## src/design/itpf_pkg.sv

```systemverilog
// shared types and constants of the ipv4 tcp payload string filter
// no dependencies
package itpf_pkg;

	// bytes held by the three pattern registers
	localparam int PatRegBytes = 24;

	localparam logic [1:0] CFG_PAT_LOW  = 2'd0;
	localparam logic [1:0] CFG_PAT_MID  = 2'd1;
	localparam logic [1:0] CFG_PAT_HIGH = 2'd2;
	localparam logic [1:0] CFG_PAT_LEN  = 2'd3;

	localparam logic [2:0] CLS_NOT_IPV4    = 3'd0;
	localparam logic [2:0] CLS_BAD_IP_LEN  = 3'd1;
	localparam logic [2:0] CLS_NOT_TCP     = 3'd2;
	localparam logic [2:0] CLS_BAD_TCP_LEN = 3'd3;
	localparam logic [2:0] CLS_NO_PAYLOAD  = 3'd4;
	localparam logic [2:0] CLS_SEARCHED    = 3'd5;

	localparam logic [3:0] IP_VERSION_4 = 4'd4;
	localparam logic [7:0] PROTO_TCP    = 8'd6;
	localparam logic [15:0] PROTO_POS   = 16'd9;
	localparam logic [15:0] TCP_OFFS_POS = 16'd12;
	localparam logic [5:0] HDR_MIN      = 6'd20;
	localparam logic [5:0] HDR_MAX      = 6'd60;

	typedef enum logic [2:0] {
		PROG_START,
		PROG_IP_HDR,
		PROG_TCP_HDR,
		PROG_PAYLOAD,
		PROG_REJ_VERSION,
		PROG_REJ_IP_LEN,
		PROG_REJ_PROTO,
		PROG_REJ_TCP_LEN
	} prog_t;

	// one classified byte handed from the parser to the matcher
	typedef struct packed {
		logic [7:0] data;
		logic       feed;
		logic       last;
		logic [2:0] cls;
	} entry_t;

	typedef struct packed {
		logic       drop;
		logic [2:0] cls;
	} result_t;

	function automatic logic hdr_len_ok(input logic [5:0] h);
		return (h >= HDR_MIN) && (h <= HDR_MAX);
	endfunction

endpackage

```

## src/design/itpf_fifo.sv

```systemverilog
// small register queue used between the filter stages
// no dependencies
module itpf_fifo #(
	parameter int WIDTH = 8,
	parameter int DEPTH = 4
) (
	input  logic             clk,
	input  logic             arst_n,
	input  logic             wr_en,
	input  logic [WIDTH-1:0] wr_data,
	output logic             full,
	input  logic             rd_en,
	output logic [WIDTH-1:0] rd_data,
	output logic             empty
);
	localparam int AW = (DEPTH > 1) ? $clog2(DEPTH) : 1;
	localparam int CW = $clog2(DEPTH + 1);
	localparam logic [CW-1:0] DEPTH_C = CW'(DEPTH);
	localparam logic [AW-1:0] LAST_A  = AW'(DEPTH - 1);

	logic [WIDTH-1:0] mem_q [DEPTH];
	logic [AW-1:0]    wr_ptr_q, rd_ptr_q;
	logic [CW-1:0]    count_q;
	logic             do_wr, do_rd;

	assign full    = (count_q == DEPTH_C);
	assign empty   = (count_q == '0);
	assign do_wr   = wr_en && !full;
	assign do_rd   = rd_en && !empty;
	assign rd_data = mem_q[rd_ptr_q];

	always_ff @(posedge clk) begin
		if (do_wr) begin
			mem_q[wr_ptr_q] <= wr_data;
		end
	end

	always_ff @(posedge clk or negedge arst_n) begin
		if (!arst_n) begin
			wr_ptr_q <= '0;
			rd_ptr_q <= '0;
			count_q  <= '0;
		end else begin
			if (do_wr) begin
				wr_ptr_q <= (wr_ptr_q == LAST_A) ? '0 : wr_ptr_q + AW'(1);
			end
			if (do_rd) begin
				rd_ptr_q <= (rd_ptr_q == LAST_A) ? '0 : rd_ptr_q + AW'(1);
			end
			if (do_wr && !do_rd) begin
				count_q <= count_q + CW'(1);
			end else if (do_rd && !do_wr) begin
				count_q <= count_q - CW'(1);
			end
		end
	end

endmodule

```

## src/design/itpf_front.sv

```systemverilog
// header parser: tracks byte position and parse state, tags payload bytes
// depends on itpf_pkg
module itpf_front (
	input  logic            clk,
	input  logic            arst_n,
	input  logic            take,
	input  logic [7:0]      packet_byte,
	input  logic            last_byte,
	output itpf_pkg::entry_t entry
);
	import itpf_pkg::*;

	prog_t       prog_q, prog_d;
	logic [15:0] pos_q;
	logic [5:0]  ihl_q, ihl_d;
	logic [6:0]  pst_q, pst_d;
	logic [5:0]  hlen;
	logic [16:0] count;
	logic        feed;
	logic [2:0]  cls;

	always_ff @(posedge clk or negedge arst_n) begin
		if (!arst_n) begin
			prog_q <= PROG_START;
			pos_q  <= '0;
			ihl_q  <= '0;
			pst_q  <= '0;
		end else if (take) begin
			if (last_byte) begin
				prog_q <= PROG_START;
				pos_q  <= '0;
				ihl_q  <= '0;
				pst_q  <= '0;
			end else begin
				prog_q <= prog_d;
				ihl_q  <= ihl_d;
				pst_q  <= pst_d;
				if (pos_q != 16'hffff) begin
					pos_q <= pos_q + 16'd1;
				end
			end
		end
	end

	always_comb begin
		prog_d = prog_q;
		ihl_d  = ihl_q;
		pst_d  = pst_q;
		hlen   = '0;
		feed   = 1'b0;
		unique case (prog_q)
			PROG_START: begin
				hlen = {packet_byte[3:0], 2'b00};
				if (packet_byte[7:4] != IP_VERSION_4) begin
					prog_d = PROG_REJ_VERSION;
				end else if (!hdr_len_ok(hlen)) begin
					prog_d = PROG_REJ_IP_LEN;
				end else begin
					ihl_d  = hlen;
					prog_d = PROG_IP_HDR;
				end
			end
			PROG_IP_HDR: begin
				if (pos_q == PROTO_POS) begin
					prog_d = (packet_byte == PROTO_TCP) ? PROG_TCP_HDR : PROG_REJ_PROTO;
				end
			end
			PROG_TCP_HDR: begin
				hlen = {packet_byte[7:4], 2'b00};
				if (pos_q == 16'(ihl_q) + TCP_OFFS_POS) begin
					if (!hdr_len_ok(hlen)) begin
						prog_d = PROG_REJ_TCP_LEN;
					end else begin
						pst_d  = 7'(ihl_q) + 7'(hlen);
						prog_d = PROG_PAYLOAD;
					end
				end
			end
			PROG_PAYLOAD: begin
				feed = (pos_q >= 16'(pst_q));
			end
			default: begin
			end
		endcase
	end

	// class as seen after this byte, used only on the last one
	assign count = 17'(pos_q) + 17'd1;

	always_comb begin
		case (prog_d)
			PROG_REJ_VERSION: cls = CLS_NOT_IPV4;
			PROG_REJ_IP_LEN:  cls = CLS_BAD_IP_LEN;
			PROG_REJ_PROTO:   cls = CLS_NOT_TCP;
			PROG_REJ_TCP_LEN: cls = CLS_BAD_TCP_LEN;
			PROG_PAYLOAD: begin
				if (count < 17'(pst_d)) begin
					cls = CLS_NOT_IPV4;
				end else if (count == 17'(pst_d)) begin
					cls = CLS_NO_PAYLOAD;
				end else begin
					cls = CLS_SEARCHED;
				end
			end
			default: cls = CLS_NOT_IPV4;
		endcase
	end

	always_comb begin
		entry.data = packet_byte;
		entry.feed = feed;
		entry.last = last_byte;
		entry.cls  = cls;
	end

endmodule

```

## src/design/itpf_back.sv

```systemverilog
// payload matcher: sliding window compare against the right-aligned pattern
// depends on itpf_pkg
module itpf_back #(
	parameter int MAX_PATTERN = 24
) (
	input  logic             clk,
	input  logic             arst_n,
	input  logic [63:0]      pat_low,
	input  logic [63:0]      pat_mid,
	input  logic [63:0]      pat_high,
	input  logic [4:0]       pat_len,
	input  logic             in_valid,
	input  itpf_pkg::entry_t in_entry,
	output logic             in_take,
	input  logic             out_full,
	output logic             out_push,
	output itpf_pkg::result_t out_result
);
	import itpf_pkg::*;

	localparam int CAP = (MAX_PATTERN < PatRegBytes) ? MAX_PATTERN : PatRegBytes;
	localparam int FW  = $clog2(CAP + 1);
	localparam logic [4:0]    CAP_L  = 5'(CAP);
	localparam logic [FW-1:0] CAP_F  = FW'(CAP);

	logic [7:0]      pat_bytes [PatRegBytes];
	logic [191:0]    pat_all;
	logic [4:0]      n_len;
	logic [7:0]      pat_al_q [CAP];
	logic [7:0]      pat_al_d [CAP];
	logic [CAP-1:0]  mask_q, mask_d;
	logic [4:0]      n_q;
	logic [7:0]      win_q  [CAP];
	logic [7:0]      win_nx [CAP];
	logic [FW-1:0]   fill_q, fill_nx;
	logic            match_q;
	logic [CAP-1:0]  eq;
	logic            hit;

	assign pat_all = {pat_high, pat_mid, pat_low};
	assign n_len   = (pat_len > CAP_L) ? CAP_L : pat_len;

	// pattern byte k right-aligned so its last byte meets the newest window slot
	always_comb begin
		int idx;
		for (int k = 0; k < PatRegBytes; k++) begin
			pat_bytes[k] = pat_all[8*k +: 8];
		end
		for (int j = 0; j < CAP; j++) begin
			idx = j + int'(n_len) - CAP;
			if (idx >= 0) begin
				mask_d[j]   = 1'b1;
				pat_al_d[j] = pat_bytes[idx[4:0]];
			end else begin
				mask_d[j]   = 1'b0;
				pat_al_d[j] = '0;
			end
		end
	end

	always_ff @(posedge clk or negedge arst_n) begin
		if (!arst_n) begin
			mask_q <= '0;
			n_q    <= '0;
			for (int j = 0; j < CAP; j++) begin
				pat_al_q[j] <= '0;
			end
		end else begin
			mask_q <= mask_d;
			n_q    <= n_len;
			for (int j = 0; j < CAP; j++) begin
				pat_al_q[j] <= pat_al_d[j];
			end
		end
	end

	assign in_take = in_valid && !out_full;

	always_comb begin
		for (int j = 0; j < CAP - 1; j++) begin
			win_nx[j] = win_q[j+1];
		end
		win_nx[CAP-1] = in_entry.data;
		fill_nx = (fill_q < CAP_F) ? fill_q + FW'(1) : fill_q;
		for (int j = 0; j < CAP; j++) begin
			eq[j] = !mask_q[j] || (win_nx[j] == pat_al_q[j]);
		end
		hit = in_entry.feed && (n_q != '0) && (6'(fill_nx) >= 6'(n_q)) && (&eq);
	end

	always_ff @(posedge clk) begin
		if (in_take && in_entry.feed) begin
			for (int j = 0; j < CAP; j++) begin
				win_q[j] <= win_nx[j];
			end
		end
	end

	always_ff @(posedge clk or negedge arst_n) begin
		if (!arst_n) begin
			fill_q  <= '0;
			match_q <= 1'b0;
		end else if (in_take) begin
			if (in_entry.last) begin
				fill_q  <= '0;
				match_q <= 1'b0;
			end else if (in_entry.feed) begin
				fill_q <= fill_nx;
				if (hit) begin
					match_q <= 1'b1;
				end
			end
		end
	end

	assign out_push        = in_take && in_entry.last;
	assign out_result.cls  = in_entry.cls;
	assign out_result.drop = (in_entry.cls == CLS_SEARCHED) && (match_q || hit);

endmodule

```

## src/design/ipv4_tcp_payload_string_filter.sv

```systemverilog
// top level of the ipv4 tcp payload string filter
// depends on itpf_pkg, itpf_fifo, itpf_front, itpf_back
//
// takes an ip packet one byte per push, last_byte set on its final byte,
// and returns one item per packet: a drop verdict and a parse class. the
// parser checks version 4, an ip header length of 20..60, protocol tcp and
// a tcp header length of 20..60; every byte past both headers is payload
// and is searched for the configured pattern (pattern_length bytes, up to
// the smaller of 24 and MAX_PATTERN, 0 disables matching). drop is set only
// for class 5 when the pattern was seen. throughput is one byte per clock
// while neither queue is full, set by the combinational parallel window
// compare in the matcher; the result item is registered in the mid queue
// as the last byte's entry and then in the output queue. the parser and
// the matcher are decoupled by a four-entry queue and results leave through
// a two-entry queue, so a stall on either side is absorbed until they fill.
// configuration writes are always ready and should be done with no packet
// in flight.
module ipv4_tcp_payload_string_filter #(
	parameter int MAX_PATTERN = 24
) (
	input  logic        clk,
	input  logic        arst_n,
	// packet byte input
	input  logic [7:0]  packet_byte,
	input  logic        last_byte,
	input  logic        push,
	output logic        full,
	// result output
	output logic        drop_verdict,
	output logic [2:0]  parse_class,
	output logic        empty,
	input  logic        pop,
	// configuration writes
	input  logic        cfg_valid,
	output logic        cfg_ready,
	input  logic [1:0]  cfg_index,
	input  logic [63:0] cfg_data
);
	import itpf_pkg::*;

	localparam int MID_DEPTH = 4;
	localparam int OUT_DEPTH = 2;

	// configuration registers
	logic [63:0] pat_low_q, pat_mid_q, pat_high_q;
	logic [4:0]  pat_len_q;

	// parser to matcher queue
	entry_t  front_entry, mid_entry;
	logic    front_take;
	logic    mid_full, mid_empty, mid_pop;

	// matcher to output queue
	result_t back_result, out_result;
	logic    back_push, out_full;

	assign cfg_ready = 1'b1;

	always_ff @(posedge clk or negedge arst_n) begin
		if (!arst_n) begin
			pat_low_q  <= '0;
			pat_mid_q  <= '0;
			pat_high_q <= '0;
			pat_len_q  <= '0;
		end else if (cfg_valid && cfg_ready) begin
			unique case (cfg_index)
				CFG_PAT_LOW:  pat_low_q  <= cfg_data;
				CFG_PAT_MID:  pat_mid_q  <= cfg_data;
				CFG_PAT_HIGH: pat_high_q <= cfg_data;
				CFG_PAT_LEN:  pat_len_q  <= cfg_data[4:0];
				default: begin
				end
			endcase
		end
	end

	// a byte is parsed in the cycle it is accepted and lands in the mid queue
	assign full       = mid_full;
	assign front_take = push && !mid_full;

	itpf_front u_front (
		.clk         (clk),
		.arst_n      (arst_n),
		.take        (front_take),
		.packet_byte (packet_byte),
		.last_byte   (last_byte),
		.entry       (front_entry)
	);

	itpf_fifo #(
		.WIDTH ($bits(entry_t)),
		.DEPTH (MID_DEPTH)
	) u_mid_q (
		.clk     (clk),
		.arst_n  (arst_n),
		.wr_en   (front_take),
		.wr_data (front_entry),
		.full    (mid_full),
		.rd_en   (mid_pop),
		.rd_data (mid_entry),
		.empty   (mid_empty)
	);

	// matcher only drains when the output queue has room
	itpf_back #(
		.MAX_PATTERN (MAX_PATTERN)
	) u_back (
		.clk        (clk),
		.arst_n     (arst_n),
		.pat_low    (pat_low_q),
		.pat_mid    (pat_mid_q),
		.pat_high   (pat_high_q),
		.pat_len    (pat_len_q),
		.in_valid   (!mid_empty),
		.in_entry   (mid_entry),
		.in_take    (mid_pop),
		.out_full   (out_full),
		.out_push   (back_push),
		.out_result (back_result)
	);

	itpf_fifo #(
		.WIDTH ($bits(result_t)),
		.DEPTH (OUT_DEPTH)
	) u_out_q (
		.clk     (clk),
		.arst_n  (arst_n),
		.wr_en   (back_push),
		.wr_data (back_result),
		.full    (out_full),
		.rd_en   (pop),
		.rd_data (out_result),
		.empty   (empty)
	);

	assign drop_verdict = out_result.drop;
	assign parse_class  = out_result.cls;

endmodule

```

## config.mk

```make
export PLATFORM = sky130hd
export DESIGN_NAME = ipv4_tcp_payload_string_filter
export DESIGN_NICKNAME = d
export VERILOG_FILES = /design/src/design/itpf_pkg.sv /design/src/design/itpf_fifo.sv /design/src/design/itpf_front.sv /design/src/design/itpf_back.sv /design/src/design/ipv4_tcp_payload_string_filter.sv
export SDC_FILE = /design/constraint.sdc
export NUM_CORES = 1
export LEC_CHECK = 0
export BUFFER_PORTS_ARGS = -buffer_cell sky130_fd_sc_hd__clkbuf_2
export CAP_MARGIN = 25
export CORE_MARGIN = 2
export CORE_UTILIZATION = 60
export CTS_CLUSTER_SIZE = 12
export DETAILED_ROUTE_END_ITERATION = 16
export MAX_ROUTING_LAYER = met4
export PLACE_DENSITY = 0.77
export SLEW_MARGIN = 20
export SYNTH_ARGS = -nofsm -noshare
export SYNTH_HDL_FRONTEND = slang
export SYNTH_SLANG_ARGS = --single-unit
```

## constraint.sdc

```tcl
create_clock -name clk -period 21.5 [get_ports clk]
set_input_delay 1.075 -clock clk [delete_from_list [all_inputs] [get_ports clk]]
set_output_delay 1.075 -clock clk [all_outputs]
set_load 0.01 [all_outputs]
```

[Yosys cells after proc, flatten, opt, wreduce, memory -nomap -nowiden]
Memory sizes are Yosys's and may differ from the RTL's.
Index checks and enable logic that the tools add are counted.
Word-level totals
  word-level logic and storage cells: 491
  memory bits (writable): 252
  output and inout bits: 7
  input bits: 80
  memories: 3
  flip-flop bits (word level): 467
Operators by class
  reductions and logical operators: 96
  bitwise gates (word level): 24
  mux-type cells: 163
  $add $sub $neg: 60
  eq/ne operators: 46
  magnitude comparators: 57
Memory list
  u_back.win_q: words 24, bits a word 8, rd ports 23, clocked after Yosys merged registers in 0, wr ports 24, RTL line itpf_back.sv:33  | logic [7:0] win_q [CAP];
  u_mid_q.mem_q: words 4, bits a word 13, rd ports 1, clocked after Yosys merged registers in 0, wr ports 1, RTL line itpf_fifo.sv:21  | logic [WIDTH-1:0] mem_q [DEPTH];
  u_out_q.mem_q: words 2, bits a word 4, rd ports 1, clocked after Yosys merged registers in 0, wr ports 1, RTL line itpf_fifo.sv:21
Operator list (number)
  binary-select mux 8 bit (select 5 bit): 24
  greater-or-equal comparator 32 x 1 -> 1 bit, second input constant: 24
  subtractor 32 x 6 -> 32 bit, second input constant: 23
  2-to-1 mux 8 bit: 72
  equality test 8 bit: 24
  greater-or-equal comparator 6 bit, second input constant: 24
  inverter 5 -> 6 bit: 24
  adder 4 x 5 -> 6 bit, first input constant: 8
  adder 5 x 5 -> 6 bit, first input constant: 8
  2-to-1 mux 1 bit: 37
  logical NOT 1 bit: 32
  2-to-1 mux 16 bit: 2
  2-to-1 mux 3 bit: 10
  2-to-1 mux 7 bit: 4
  logical OR 1 bit: 25
  adder 3 x 5 -> 6 bit, first input constant: 4
  2-to-1 mux 6 bit: 4
  AND reduction 24 bit: 1
  2-to-1 mux 5 bit: 4
  logical AND 1 bit: 18
  adder 16 x 1 -> 17 bit, second input constant: 1
  equality test 17 x 7 -> 1 bit: 1
  less-than comparator 17 x 7 -> 1 bit: 1
  adder 16 x 1 -> 16 bit, second input constant: 1
  other kinds (38): 70

[Longest topological paths before layout]
  depth in word-level cells: 9
  gate-level depth with buffers: 17
  depth with buffers taken out: 15

[Cells and area by module]
From an unflattened synthesis, not the netlist that was laid out.
Second synthesis, totals
  cell total of the unflattened synthesis: 2906
  area, all modules: 38843.5 um^2
Modules (own cells, without submodules)
  itpf_back: cells an instance 2034, instances 1, area an instance 25320.5 um^2, seq. area each 11205.7 um^2
  ipv4_tcp_payload_string_filter: cells an instance 423, instances 1, area an instance 8084.0 um^2, seq. area each 4929.7 um^2
  itpf_front: cells an instance 313, instances 1, area an instance 2638.8 um^2, seq. area each 750.7 um^2
  itpf_fifo at u_mid_q: cells an instance 105, instances 1, area an instance 2318.5 um^2, seq. area each 1736.7 um^2
  itpf_fifo at u_out_q: cells an instance 31, instances 1, area an instance 481.7 um^2, seq. area each 340.3 um^2

[Worst setup path after synthesis]
No wires, ideal clock.
  path kind: reg2reg
  start point: register u_mid_q.rd_ptr_q[0]
  end point: register u_back.fill_q[3]
  path buffers: 2
  period minus slack after synthesis: 7.043 ns
  setup slack: 14.457 ns
  stages on the path, launching flop included: 7
  setup time: 0.117 ns
  data arrival time: 6.926 ns
  data required time: 21.383 ns
  cells stage by stage: dfrtp_1 -> buf_2 -> mux4_2 -> and2_0 -> clkbuf_1 -> nand2b_1 -> o31ai_1
On the way
  longest elaborated chain between the ends: 3
RTL lines
  start, declared: RTL line itpf_fifo.sv:22  | logic [AW-1:0] wr_ptr_q, rd_ptr_q;
  start signal, assigned: RTL line itpf_fifo.sv:48  | rd_ptr_q <= (rd_ptr_q == LAST_A) ? '0 : rd_ptr_q + AW'(1);
  memory (4 x 13 bit) (*)
  nonzero test 2 bit (no line)
  AND reduction 2 bit (no line)
  end signal, assigned: RTL line itpf_back.sv:108  | fill_q <= fill_nx;
  end, declared: RTL line itpf_back.sv:35  | logic [FW-1:0] fill_q, fill_nx;
Mark *: on every way between the ends. The rest lies on a longest branch, timed or not.
A chain may end at the register's enable or synchronous reset.

==> key figures <==
Power
  • Worst VDD drop: 0.0974 mV
  • Leakage power: 17.8 nW
  • Sw power: 3.19 mW
  • Power share of the clock group: 0.183
  • Switching share of power: 0.439
  • Power per cell area: 174 nW/um2
  • Pint: 4.07 mW
  • Comb pwr share: 0.482
  • Register share of total power: 0.335

Floorplan
  • Die Height: 256 um
  • Die ar.: 65,600 um2
  • Die X: 256 um
  • Core Area: 63,000 um2
  • Core Rows: 92
  • I/O Pins: 87
  • Initial Utilization: 0.606

Global route
  • Total grt overflow: 0
  • Initial antenna violation count: 0
  • M3 GR Usage: 0.0756
  • All-layer global routing usage: 0.401
  • GRT met2 Usage: 0.578
  • Global route hottest layer: met2
  • M1 GR Usage: 0.535
  • Vias in the first global route: 25,500
  • First-pass GRT wire length: 182,000 um
  • Largest net degree at the start of global routing: 102

STA
  • Minimum clock period: 5.27 ns
  • RSZ-0062 raised after global routing: no
  • Final Hold Fails: 0
  • Max Clk Rate: 0.190 GHz
  • Final-report setup violation count: 0
  • Rel. slew slack: 0.311
  • Final setup TNS: 0 ns
  • Tcrit/Tclk final: 0.245
  • Slew Viols, Final: 0
  • Post-Route Skew: 0.0262 ns
  • Tightest Pin Transition: 1.03 ns

Route
  • Routed wire length: 127,000 um
  • Final ANT Viol Nets: 0
  • TritonRoute pass-1 iters: 5
  • Vias/cell: 6.61
  • Via Count: 25,800
  • WL per Instance: 32.5 um
  • Post-route DRC violation count: 0
  • Initial DRC count: 2,849

Final layout
  • Share of cells above drive strength 1: 0.204
  • Nets@finish: 3,147
  • Fill cells: 4,567
  • Non-Filler Instances: 3,901
  • ANT cells: 0
  • Area grow syn2layout: 9.42%

Synth
  • Syn_area_per_cell: 12.9 um2
  • Yosys reg bits: 709
  • Fraction of registers with async set or reset after synthesis: 0.656
  • Ys Warns: 0
  • Most used DFF post-synth: dfrtp_1
  • Cell Area, Synth: 38,200 um2
  • Mapped Cells: 2,952
  • Register area share after synthesis: 0.497
  • Syn nets: 3,106
  • EDFF count, synth: 244
  • Yosys cell types: 81

Worst setup path
  • Slowest cell on the critical path: nor2_2
  • Crit path cell chain: ha_1 -> buf_4 -> nand2b_2 -> buf_4 -> inv_2 -> ha_1 -> nand2_1 -> xnor2_1 -> nor2_2 -> inv_2 -> ha_1 -> a311oi_2 -> nor2_1
  • Most Frequent Cell on Critical Path: ha_1
  • Worst path required time: 21.97 ns
  • Maximum fanout along the worst path: 51
  • Slowest Stage Delay on Critical Path: 0.78 ns
  • Critical Path Start Type: flop
  • CP bufs+invs: 4
  • CP Data Arrival Time: 5.74 ns
  • Crit path max-delay family: buffers and inverters
  • Critical path class: reg -> reg
  • Critical path capture point type: flop

Place
  • Count of input and output buffers: 85
  • DP Cell Count: 3,756
  • GPL Wtd Cong: 1.09
  • Final HPWL from detailed placement: 99,000 um

Clocking
  • Reg clk slew, reported paths: 0.06 ns
  • Hold_buf cts: 0
  • CTS tree: yes
  • Clk Latency, worst-skew pair: 0.64 ns
  • Root Driver: clkbuf_16
  • Clock Sinks: 709
  • Num CTS Buffers: 77
  • Maximum clock path buffer count: 3
  • Resize count post-CTS: 0
  • Maximum level of the CTS H-tree: 3
  • Setup bufs post-CTS: 0

Flow run
  • Max cap viols: 0

Hold path
  • HP Class: in -> async

Outcome
  • Status: finished, final reports clean
==> worst reg2reg max path, delay by kind of cell (launching register included) <==
kind / cells / cell delay, ns
xor gates and xnor gates: 1 / 0.08
adders and majority gates: 3 / 1.05
DFF: 1 / 0.50
and+or+nand+nor: 4 / 1.32
AOI/OAI and AO/OA: 1 / 0.69
buffers and inverters: 4 / 1.45
==> state kept, by name, indices dropped and copies added, names as in the netlist, 7 cells and up <==
signal / count
pat_mid_q: 64
u_mid_q.mem_q: 52
u_front.pos_q: 16
u_back.mask_q: 24
u_front.pst_q: 7
pat_high_q: 64
u_out_q.mem_q: 8
u_back.win_q: 184
pat_low_q: 64
u_back.pat_al_q: 192
==> cells by family (layout without fill, tap and decap cells) <==
family | after synthesis | after routing | synth area share
muxes | 925 | 925 | 0.286
DFF | 709 | 709 | 0.497
and+or+nand+nor | 562 | 562 | 0.0686
xor gates and xnor gates | 236 | 236 | 0.0565
buffers and inverters | 235 | 338 | 0.0292
AOI/OAI and AO/OA | 210 | 210 | 0.0380
adders and majority gates | 74 | 74 | 0.0247
other | 1 | 1 | 0.0000983
==> cell usage after synthesis (4+ instances only) <==
cell      instances  area [um2]
inv_1            64         240
and3_1           17         106
buf_6             8        90.1
buf_2            31         155
xnor2_4           4         110
and2_1           10        62.6
mux2_2          237        2670
o22ai_1           6        37.5
o22a_1           48         420
nor2b_1          41         257
xor2_1           12         105
buf_1            27         101
nor2_1          244         916
a22o_1            4        35.0
o21ai_0          57         285
mux4_2          109        2450
a31oi_1           5        31.3
dfrtp_1         465       11600
o31ai_1           6        45.0
buf_4            26         195
inv_2             7        26.3
a211oi_2          5        62.6
nand2_1         122         458
a21oi_1          39         195
clkbuf_1         64         240
edfxtp_1        244        7330
ha_1             72         901
nor3_1           14        70.1
nand3_1          14        70.1
nand4_1          59         369
a211oi_1          7        52.6
xnor2_1         218        1910
nor4_1            6        37.5
a21o_1            7        52.6
mux2i_1         578        5790
nand2b_1          9        56.3
or3_1             4        25.0
==> power by group through the flow <==
| stage | Combinational, mW | Sequential, mW | Clock, mW |
|---|---|---|---|
| floorplan | 2.28 | 2.27 | 0 |
| global placement | 3.33 | 2.42 | 0 |
| detailed placement | 3.36 | 2.44 | 0 |
| CTS | 3.38 | 2.42 | 1.34 |
| global route | 3.64 | 2.46 | 1.39 |
| finish | 3.50 | 2.43 | 1.33 |
==> path summary, 6_finish.rpt <==
| path | cells past startpoint | endpoint | startpoint | slack (ns) |
|---|---|---|---|---|
| hold / removal | 1 | u_front.pos_q[14]$_DFFE_PN0P_ | arst_n | 0.45 |
| hold reg to reg | 0 | u_back.win_q[1][35]$_DFFE_PP_ | u_back.win_q[1][43]$_DFFE_PP_ | 0.47 |
| min in group clk | 0 | u_back.win_q[1][35]$_DFFE_PP_ | u_back.win_q[1][43]$_DFFE_PP_ | 0.47 |
| setup reg to reg | 13 | u_back.pat_al_q[53]$_DFF_PN0_ | pat_len_q[3]$_DFFE_PN0P_ | 16.23 |
| setup / recovery | 13 | u_back.pat_al_q[53]$_DFF_PN0_ | pat_len_q[3]$_DFFE_PN0P_ | 16.23 |
| max in group asynchronous | 5 | u_back.pat_al_q[120]$_DFF_PN0_ | arst_n | 18.16 |
==> area by class of cell <==
type	instances	area [um2]	share of cell area
Clock inverter	21	315	0.00755
Timing Repair Buffer	121	754	0.0181
Sequential cell	709	19000	0.454
Inverter	76	295	0.00707
Clock buffer	120	2230	0.0534
Tap cell	846	1060	0.0253
Multi-Input combinational cell	2008	18100	0.434
==> metal layers <==
metal  share of wire  up-vias
li1                -    10900
met5               0        -
met3           0.083      287
met1            0.40    13400
met4           0.069        0
met2            0.44     1256
==> per-stage QoR <==
stage	worst slack [ns]	instance area, um2	util	power, mW	hold WS [ns]
floorplan	14.46	38200	-	4.55	0.449
global placement	16.30	39100	0.621	5.75	0.451
detailed placement	16.32	39100	0.622	5.80	0.456
CTS	16.34	41700	0.662	7.14	0.469
global route	15.97	41800	0.663	7.49	0.479
finish	16.23	41800	0.663	7.25	0.449
==> placed cells by master, fill, tap and decap left out, types with 10 or more instances in the layout <==
master / count
xor2_1: 12
mux2i_1: 578
dfrtp_1: 465
o22a_1: 48
a21oi_1: 39
edfxtp_1: 244
inv_1: 64
ha_1: 70
clkbuf_16: 78
buf_4: 29
clkbuf_2: 86
and3_1: 17
mux2_2: 237
nor2_1: 244
xnor2_1: 218
nand4_1: 59
clkbuf_1: 30
o21ai_0: 57
nand2_1: 122
nor3_1: 14
and2_1: 10
nor2b_1: 41
clkbuf_8: 12
nand3_1: 14
mux4_2: 109
(Power assumes the default switching activity.)
